`src/hw/rtl/ppw_pkg.sv`:
```
package ppw_pkg;

	localparam int POS_W      = 32;
	localparam int PW_W       = 16;
	localparam int QUO_W      = 16;
	localparam int PROD_W     = POS_W + QUO_W;
	localparam int CFG_IDX_W  = 2;
	localparam int CFG_DATA_W = 32;

	// three front stages, one per quotient bit, width stage, output stage
	localparam int LATENCY = QUO_W + 5;

	localparam logic [PW_W-1:0]         PULSE_LIMIT   = 16'd50000;
	localparam logic [PW_W-1:0]         RST_MAX_PULSE = 16'd2500;
	localparam logic [PW_W-1:0]         RST_MIN_PULSE = 16'd500;
	localparam logic signed [POS_W-1:0] RST_MAX_POS   = 32'sd1422;
	localparam logic signed [POS_W-1:0] RST_MIN_POS   = -32'sd1422;

	typedef enum logic [CFG_IDX_W-1:0] {
		REG_MAX_PULSE,
		REG_MIN_PULSE,
		REG_MAX_POS,
		REG_MIN_POS
	} cfg_reg_t;

	typedef struct packed {
		logic            op;
		logic [PW_W-1:0] raw;
	} ppw_tag_t;

	function automatic logic [PW_W-1:0] limit_pulse(input logic [PW_W-1:0] w);
		return (w > PULSE_LIMIT) ? PULSE_LIMIT : w;
	endfunction

endpackage

```
`src/hw/rtl/ppw_div.sv`:
```
module ppw_div
	import ppw_pkg::*;
(
	input  logic              clk,
	input  logic              arst_n,
	input  logic              in_valid,
	input  logic [PROD_W-1:0] num,
	input  logic [POS_W-1:0]  den,
	input  ppw_tag_t          in_tag,
	output logic              out_valid,
	output logic [QUO_W-1:0]  quo,
	output ppw_tag_t          out_tag
);

	// Restoring division, one quotient bit per stage. The caller keeps
	// num below den * 2**QUO_W, so the partial remainder fits POS_W bits.
	logic             vld_s [1:QUO_W];
	logic [POS_W-1:0] rem_s [1:QUO_W];
	logic [QUO_W-1:0] lq_s  [1:QUO_W];
	ppw_tag_t         tag_s [1:QUO_W];

	for (genvar k = 1; k <= QUO_W; k++) begin : g_step
		logic             src_vld;
		logic [POS_W-1:0] src_rem;
		logic [QUO_W-1:0] src_lq;
		ppw_tag_t         src_tag;
		logic [POS_W:0]   cand;
		logic             fits;

		if (k == 1) begin : g_src
			assign src_vld = in_valid;
			assign src_rem = num[PROD_W-1:QUO_W];
			assign src_lq  = num[QUO_W-1:0];
			assign src_tag = in_tag;
		end else begin : g_src
			assign src_vld = vld_s[k-1];
			assign src_rem = rem_s[k-1];
			assign src_lq  = lq_s[k-1];
			assign src_tag = tag_s[k-1];
		end

		// low dividend bits shift out the top while quotient bits enter below
		assign cand = {src_rem, src_lq[QUO_W-1]};
		assign fits = cand >= {1'b0, den};

		always_ff @(posedge clk or negedge arst_n) begin
			if (!arst_n) begin
				vld_s[k] <= 1'b0;
			end else begin
				vld_s[k] <= src_vld;
			end
		end

		always_ff @(posedge clk) begin
			rem_s[k] <= fits ? POS_W'(cand - {1'b0, den}) : cand[POS_W-1:0];
			lq_s[k]  <= {src_lq[QUO_W-2:0], fits};
			tag_s[k] <= src_tag;
		end
	end

	assign out_valid = vld_s[QUO_W];
	assign quo       = lq_s[QUO_W];
	assign out_tag   = tag_s[QUO_W];

endmodule

```
`src/hw/rtl/position_to_pulse_width_mapper.sv`:
```
// Maps a target position (operation 0) or passes a raw pulse width (operation 1) to a
// timer compare value. The block takes one item every cycle and busy stays low; each
// result appears on compare_value and range_error for one cycle with done high, in
// start order. The receiver cannot stall, so it must capture each result in its done
// cycle. Each item passes through clamp, offset and multiply stages, then the 16-stage
// divider that resolves one quotient bit per stage, then width and output stages.
// Write the range registers only while no item is in flight.
module position_to_pulse_width_mapper
	import ppw_pkg::*;
(
	input  logic                    clk,
	input  logic                    arst_n,
	input  logic                    start,
	output logic                    busy,
	input  logic                    operation,
	input  logic signed [POS_W-1:0] target_position,
	input  logic [PW_W-1:0]         raw_pulse,
	input  logic                    cfg_write,
	input  logic [CFG_IDX_W-1:0]    cfg_index,
	input  logic [CFG_DATA_W-1:0]   cfg_data,
	output logic                    done,
	output logic [PW_W-1:0]         compare_value,
	output logic                    range_error
);

	logic [PW_W-1:0]         max_pulse_q;
	logic [PW_W-1:0]         min_pulse_q;
	logic signed [POS_W-1:0] max_position_q;
	logic signed [POS_W-1:0] min_position_q;

	logic [PW_W-1:0]  wmax;
	logic [PW_W-1:0]  wmin;
	logic [PW_W-1:0]  dw;
	logic [POS_W-1:0] den;
	logic             range_bad;

	logic                    vld_s1;
	logic signed [POS_W-1:0] pos_s1;
	ppw_tag_t                tag_s1;
	logic                    vld_s2;
	logic [POS_W-1:0]        diff_s2;
	ppw_tag_t                tag_s2;
	logic                    vld_s3;
	logic [PROD_W-1:0]       prod_s3;
	ppw_tag_t                tag_s3;

	logic             div_vld;
	logic [QUO_W-1:0] div_quo;
	ppw_tag_t         div_tag;

	logic            vld_s4;
	logic [PW_W:0]   width_s4;
	logic [PW_W:0]   width_clamped;
	logic [PW_W-1:0] cmp_next;

	logic            done_q;
	logic [PW_W-1:0] compare_q;
	logic            error_q;

	assign busy = 1'b0;

	always_ff @(posedge clk or negedge arst_n) begin
		if (!arst_n) begin
			max_pulse_q    <= RST_MAX_PULSE;
			min_pulse_q    <= RST_MIN_PULSE;
			max_position_q <= RST_MAX_POS;
			min_position_q <= RST_MIN_POS;
		end else if (cfg_write) begin
			case (cfg_reg_t'(cfg_index))
				REG_MAX_PULSE: max_pulse_q    <= cfg_data[PW_W-1:0];
				REG_MIN_PULSE: min_pulse_q    <= cfg_data[PW_W-1:0];
				REG_MAX_POS:   max_position_q <= cfg_data[POS_W-1:0];
				REG_MIN_POS:   min_position_q <= cfg_data[POS_W-1:0];
				default: ;
			endcase
		end
	end

	// Users must change range values only when idle (unchecked); all stages read them.
	assign wmax      = limit_pulse(max_pulse_q);
	assign wmin      = limit_pulse(min_pulse_q);
	assign dw        = wmax - wmin;
	assign den       = POS_W'(max_position_q - min_position_q);
	assign range_bad = (wmax <= wmin) || (max_position_q <= min_position_q);

	always_ff @(posedge clk or negedge arst_n) begin
		if (!arst_n) begin
			vld_s1 <= 1'b0;
			vld_s2 <= 1'b0;
			vld_s3 <= 1'b0;
			vld_s4 <= 1'b0;
			done_q <= 1'b0;
		end else begin
			vld_s1 <= start && !busy;
			vld_s2 <= vld_s1;
			vld_s3 <= vld_s2;
			vld_s4 <= div_vld;
			done_q <= vld_s4;
		end
	end

	always_ff @(posedge clk) begin
		// clamp to the position range
		if (target_position > max_position_q) begin
			pos_s1 <= max_position_q;
		end else if (target_position < min_position_q) begin
			pos_s1 <= min_position_q;
		end else begin
			pos_s1 <= target_position;
		end
		tag_s1  <= '{op: operation, raw: raw_pulse};

		diff_s2 <= POS_W'(pos_s1 - min_position_q);
		tag_s2  <= tag_s1;

		prod_s3 <= PROD_W'(diff_s2) * PROD_W'(dw);
		tag_s3  <= tag_s2;

		width_s4 <= div_tag.op ? {1'b0, div_tag.raw}
		                       : {1'b0, wmin} + {1'b0, div_quo};

		compare_q <= range_bad ? '0 : cmp_next;
		error_q   <= range_bad;
	end

	ppw_div u_div (
		.clk       (clk),
		.arst_n    (arst_n),
		.in_valid  (vld_s3),
		.num       (prod_s3),
		.den       (den),
		.in_tag    (tag_s3),
		.out_valid (div_vld),
		.quo       (div_quo),
		.out_tag   (div_tag)
	);

	always_comb begin
		if (width_s4 > {1'b0, wmax}) begin
			width_clamped = {1'b0, wmax};
		end else if (width_s4 < {1'b0, wmin}) begin
			width_clamped = {1'b0, wmin};
		end else begin
			width_clamped = width_s4;
		end
		// saturate at zero instead of wrapping
		if (width_clamped == '0) begin
			cmp_next = '0;
		end else begin
			cmp_next = PW_W'(width_clamped - 1'b1);
		end
	end

	assign done          = done_q;
	assign compare_value = compare_q;
	assign range_error   = error_q;

	a_latency: assert property (@(posedge clk) disable iff (!arst_n)
		start && !busy |-> ##LATENCY done)
		else $error("result beat missing after fixed latency");

	a_no_orphan: assert property (@(posedge clk) disable iff (!arst_n)
		done |-> $past(start && !busy, LATENCY))
		else $error("result beat without a matching start");

	a_error_zero: assert property (@(posedge clk) disable iff (!arst_n)
		done && range_error |-> compare_value == '0)
		else $error("range error with nonzero compare value");

	a_cmp_bound: assert property (@(posedge clk) disable iff (!arst_n)
		done && !range_error |-> compare_value < PULSE_LIMIT)
		else $error("compare value beyond pulse limit");

endmodule
```
`config.mk`:
```
export PLATFORM = sky130hd
export DESIGN_NAME = position_to_pulse_width_mapper
export DESIGN_NICKNAME = d
export VERILOG_FILES = /design/src/hw/rtl/ppw_pkg.sv /design/src/hw/rtl/ppw_div.sv /design/src/hw/rtl/position_to_pulse_width_mapper.sv
export SDC_FILE = /design/constraint.sdc
export NUM_CORES = 2
export LEC_CHECK = 0
export BUFFER_PORTS_ARGS = -buffer_cell sky130_fd_sc_hd__buf_2
export CORE_MARGIN = 2
export CORE_UTILIZATION = 46
export DETAILED_ROUTE_END_ITERATION = 16
export HOLD_SLACK_MARGIN = 0.1
export PLACE_DENSITY = 0.67
export SLEW_MARGIN = 40
export SYNTH_ARGS = -nofsm -noshare
export SYNTH_HDL_FRONTEND = slang
export SYNTH_SLANG_ARGS = --single-unit
```
`constraint.sdc`:
```
create_clock -name clk -period 9.96 [get_ports clk]
set_input_delay 0.996 -clock clk [delete_from_list [all_inputs] [get_ports clk]]
set_output_delay 0.996 -clock clk [all_outputs]
set_load 0.1 [all_outputs]
```
# Yosys cells after proc, flatten, opt, wreduce, memory -nomap -nowiden
# Memory sizes are Yosys's and may differ from the RTL's.
# Index checks and enable logic that the tools add are counted.
dict set report word_totals {
  regBits 314
  ram_bits 1040
  input_bits 87
  word_cells 121
  memories 3
  output_inout_bits 19
}
dict set report op_classes {
  eq_ne 3
  n_addsub 21
  multipliers 1
  muxes 23
  magnitude_cmp 24
  reduce_logical 8
}
# memory words width rd rd_clocked_by_memory_dff wr line
set mem_list {}
lappend mem_list {u_div.rem_s 16 32 15 0 16 ppw_div.sv:18} ;# logic [POS_W-1:0] rem_s [1:QUO_W];
lappend mem_list {u_div.tag_s 16 17 16 0 16 ppw_div.sv:20} ;# ppw_tag_t tag_s [1:QUO_W];
lappend mem_list {u_div.lq_s 16 16 16 0 16 ppw_div.sv:19} ;# logic [QUO_W-1:0] lq_s [1:QUO_W];
# operator count
set op_table {}
lappend op_table {{two-way mux 32 bit} 18}
lappend op_table {{subtractor 32 bit} 18}
lappend op_table {{>= comparator 33 x 32 -> 1 bit} 16}
lappend op_table {{multiplier 32 x 16 -> 48 bit} 1}
lappend op_table {{two-way mux 16 bit} 3}
lappend op_table {{two-way mux 17 bit} 2}
lappend op_table {{greater-than comparator 16 bit, second input constant} 2}
lappend op_table {{greater-than comparator 32 bit} 1}
lappend op_table {{less-or-equal comparator 32 bit} 1}
lappend op_table {{less-than comparator 32 bit} 1}
lappend op_table {{adder 16 x 16 -> 17 bit} 1}
lappend op_table {{greater-than comparator 17 x 16 -> 1 bit} 1}
lappend op_table {{zero test 17 bit} 1}
lappend op_table {{less-than comparator 17 x 16 -> 1 bit} 1}
lappend op_table {{less-or-equal comparator 16 bit} 1}
lappend op_table {{subtractor 16 x 1 -> 16 bit, second input constant} 1}
lappend op_table {{subtractor 16 bit} 1}
lappend op_table {{AND reduction 2 bit} 4}
lappend op_table {{== test 2 bit, second input constant} 2}
lappend op_table {{== test 2 x 1 -> 1 bit, second input constant} 1}
lappend op_table {{zero test 2 bit} 1}
lappend op_table {{OR reduction 2 bit} 1}
lappend op_table {{logical OR 1 bit} 1}

# Depth between registers and ports, before layout
dict set report depth {
  word_depth 7
  depth_mapped 40
}

# By module
# A second synthesis with hierarchy kept.
dict set report unflattened {
  cells_unflattened 9223
  area_unflattened_um2 84197.0
}
# mod seq_area_each_um2 cells_per_inst n_inst area_per_inst_um2
set by_module_without_submodules {}
lappend by_module_without_submodules {ppw_div 20579.7 5582 1 51401.8}
lappend by_module_without_submodules {position_to_pulse_width_mapper 6525.0 3641 1 32795.2}

# Worst setup path after synthesis
# No wires, ideal clock.
dict set report synth_path {
  path_type {flip-flop to flip-flop}
  from {register min_pulse_q[0]}
  to {register prod_s3[47]}
  t_arrival_ps 9597
  path_buffers 1
  required_time_ps 9833
  path_slack_ps 235
  stages_incl_launch_ff 37
  period_less_slack_ps 9725
  cell_sequence {dfrtp_1 -> nor4_1 -> o21ai_0 -> a31oi_1 -> nand2_1 -> ha_1 -> nor2b_1 -> o21ai_0 -> a222oi_1 -> o21ai_0 -> a221oi_1 -> or3_1 -> nor2b_1 -> o41ai_1 -> xnor2_1 -> clkbuf_1 -> and2_1 -> fa_1 -> fa_1 -> fa_1 -> fa_1 -> fa_1 -> inv_1 -> fa_1 -> inv_1 -> ha_1 -> nand3_1 -> nor2_1 -> nand3_1 -> o32a_1 -> a21oi_1 -> o221ai_1 -> o211ai_1 -> a311oi_1 -> o21ai_0 -> and4_1 -> nor3_1}
}
dict set report synth_between {
  elab_chain_cells 4
}
# element line
set synth_lines {}
lappend synth_lines {{start, declared} position_to_pulse_width_mapper.sv:27} ;# logic [PW_W-1:0] min_pulse_q;
lappend synth_lines {{start signal, assigned} position_to_pulse_width_mapper.sv:71} ;# REG_MIN_PULSE: min_pulse_q <= cfg_data[PW_W-1:0];
lappend synth_lines {{greater-than comparator 16 bit} ppw_pkg.sv:32} ;# return (w > PULSE_LIMIT) ? PULSE_LIMIT : w;
lappend synth_lines {{two-way mux 16 bit *} ppw_pkg.sv:32}
lappend synth_lines {{subtractor 16 bit *} position_to_pulse_width_mapper.sv:82} ;# assign dw = wmax - wmin;
lappend synth_lines {{multiplier 32 x 16 -> 48 bit *} position_to_pulse_width_mapper.sv:116} ;# prod_s3 <= PROD_W'(diff_s2) * PROD_W'(dw);
lappend synth_lines {{end signal, assigned} position_to_pulse_width_mapper.sv:116}
lappend synth_lines {{end, declared} position_to_pulse_width_mapper.sv:44} ;# logic [PROD_W-1:0] prod_s3;
# Every way passes the cells marked *; elsewhere a longest branch is shown, timed or not.
# A chain may end at the register's enable or synchronous reset.

# Final worst setup path
dict set report layout_path {
  from {register max_pulse_q[6]}
  to {register prod_s3[43]}
}
dict set report layout_between {
  elab_chain_cells 4
}
# element line
set layout_lines {}
lappend layout_lines {{start, declared} position_to_pulse_width_mapper.sv:26} ;# logic [PW_W-1:0] max_pulse_q;
lappend layout_lines {{start signal, assigned} position_to_pulse_width_mapper.sv:70} ;# REG_MAX_PULSE: max_pulse_q <= cfg_data[PW_W-1:0];
lappend layout_lines {{greater-than comparator 16 bit} ppw_pkg.sv:32}
lappend layout_lines {{two-way mux 16 bit *} ppw_pkg.sv:32}
lappend layout_lines {{subtractor 16 bit *} position_to_pulse_width_mapper.sv:82}
lappend layout_lines {{multiplier 32 x 16 -> 48 bit *} position_to_pulse_width_mapper.sv:116}
# Marks and branches as above.

==> results.cfg <==
[sta]
worstMarginPinSlew_ps = 915.3
slew_viol_final = 0
max_freq_ghz = 0.1039
clock_skew_ps = 50.41
fin_crit_ps = 9625
final-hold-violation-count = 0
finalCritPeriodShare_pct = 96.64
report.final.setup_viol = 0
slew_headroom_pct = 38.90

[yosys]
syn_area_per_cell_um2 = 9.413
synth_warnings = 0
synthCells = 8671
ys_seq_area_share_pct = 33.21
synth_cell_types = 94
yosysTopAreaCell = dfxtp_1
synthesis.nets = 10010
syn_area_um2 = 81620
ys_seq_elements = 1322
async_reset_ff_share_pct = 8.850
synth.most_common_cell = dfxtp_1
synth_area_leaders = dfxtp_1 30%, ha_1 12%, fa_1 11%, inv_1 3.7%, mux2_2 3.6%
synth_top_area_share_pct = 29.55
synthTopCellsByCount = 1205 x dfxtp_1, 812 x ha_1, 801 x inv_1, 765 x nand2_1, 565 x a21oi_1
synth_ff_type = dfxtp_1
synth-edff-count = 0

[grt]
overflow = 0
grt_pass1_wl_mm = 359.2
antenna_found_initial = 6
first_global_vias = 63790
grt_usage_pct = 25.27
grt_max_degree = 68

[min_path]
holdCritPathClass = primary input to async pin

[setup_path]
worstSetupPathType = register to register
cp.arrival_ps = 10260
crit_top_cell = buf_4
endpoint_kind = register
path_max_fanout = 7
start_kind = register
slowest_delay_ps = 560
ff2ff_path_depth = 40
critical_path.slowest_cell = fa_2
cp_data_required_time_ps = 10600

[run]
cap_violations = 0

[cells_and_area]
final_cell_area_um2 = 92200
nets = 10270
layout.cells.non_filler = 11390
layout-drive-gt1-share_pct = 11.69
area_delta_synth_final_pct = 12.96

[floorplanning]
die_x_um = 425.2
dieArea_um2 = 180800
die_h_um = 425.2
core-area_um2 = 176300
start_util_pct = 46.30
num_io_pins = 106
rows = 154

[place]
dpl.cell_count = 11120
placed_area_um2 = 86630
place_congestion = 0.9141
numPortBuffers = 104
dp_hpwl_mm = 179.1

[detailed_routing]
drtIter0Drc = 4923
via_count = 64100
wirelength_mm = 232.2
drc = 0
wire_per_inst_um = 20.38
routed_via_density = 5.626
drtAntennaViolNets = 0
drt_pass1_iterations = 6

[cts]
clockBufferDepth = 3
cts.clk_slew.worst_paths_ps = 60
cts-buffers-inserted = 142
hold_buffers = 0
cts-root-buf = clkbuf_16
cts_max_level = 4
clock_sinks = 1322
cts_tree = built
clock_latency_ps = 800

[outcome]
status = finished clean
## cell type report
cell class                      instances  area (µm²)
Antenna cell                            5       12.51
Fill cell                           15780       84110
Sequential cell                      1322       27120
Clock buffer                          185        3970
Tap cell                             2340        2928
Timing Repair Buffer                  337        2547
Inverter                              802        3010
Multi-Input combinational cell       6331       51480
Clock inverter                         71        1139
## what timing repair did
item	in CTS	in global routing
endpoints found under the setup margin	13	19
buffers inserted	2	10
resized for setup	6	56
pin swaps	3	45
cloned	0	2
## sequential cells by signal (all words and copies together) (netlist names), 17 cells and up
register	cells
diff_s2	32
prod_s3	48
pos_s1	32
tag_s2	17
u_div.lq_s	256
max_position_q	32
tag_s1	17
u_div.tag_s	272
tag_s3	17
width_s4	17
min_position_q	32
u_div.rem_s	480
## critical path: cells and delay by family (launching register included)
family / cells / cell delay (ps)
AOI/OAI and AO/OA: 14 / 2770
adders and majority gates: 8 / 3660
and+or+nand+nor: 7 / 850
DFF: 1 / 540
buffers and inverters: 9 / 1220
xor gates and xnor gates: 2 / 440
## metal layers
layer	routed length, µm	GRT usage, %	up-vias
li1	-	-	30580
met1	102200	33.19	31210
met2	106100	41.14	1838
met3	13460	3.994	470
met4	10400	10.90	0
met5	0	0	-
## final timing paths
path                       slack, ps                 end             start
max                              340         prod_s3[43]    max_pulse_q[6]
min                              250                done            arst_n
max reg2reg                      340         prod_s3[43]    max_pulse_q[6]
min reg2reg                      300    u_div.lq_s[3][2]  u_div.lq_s[2][1]
max in group asynchronous       8610  max_position_q[21]            arst_n
min in group clk                 300          tag_s1[13]     raw_pulse[13]
## cells by family after synthesis
logic type | Yosys count | share of synthesized area (%)
compound gates | 1935 | 15.16
xor+xnor | 524 | 5.623
fa+ha+maj | 1252 | 23.20
buf+inv | 1018 | 4.744
flops | 1322 | 33.21
mux | 336 | 4.517
other cells | 1 | 0.004594
simple gates | 2283 | 13.54
## placed cells by master (no fill, tap or decap), drive strengths merged, types with 77 or more instances in the layout
cell type     n
mux2i        77
nand2       765
o21a         84
o21ai       452
a21o        268
ha          812
nand4       102
o21bai       77
and2        174
xnor2       324
inv         811
nor3        158
nand2b      130
dfxtp      1205
nand3       108
mux2        259
nor2        472
clkbuf      187
fa          437
xor2        200
a21oi       566
nor2b        95
buf         335
## per-stage QoR
stage | util, % | setup TNS [ps] | hold WS, ps | setup WS (ps)
3_5_place_dp | 49.13 | -1731 | 312.1 | -393.1
5_1_grt | 52.29 | -215.3 | 257.9 | -72.32
4_1_cts | 52.05 | 0 | 228.8 | 23.72
3_3_place_gp | 48.99 | -1132 | 309.6 | -347.8
6_report | 52.30 | 0 | 245.8 | 335.1
2_1_floorplan | - | 0 | 309.6 | 235.4
Power is left out: the tool's default activity adds up to more than one toggle a clock period on the data nets, which glitch-free logic cannot reach.
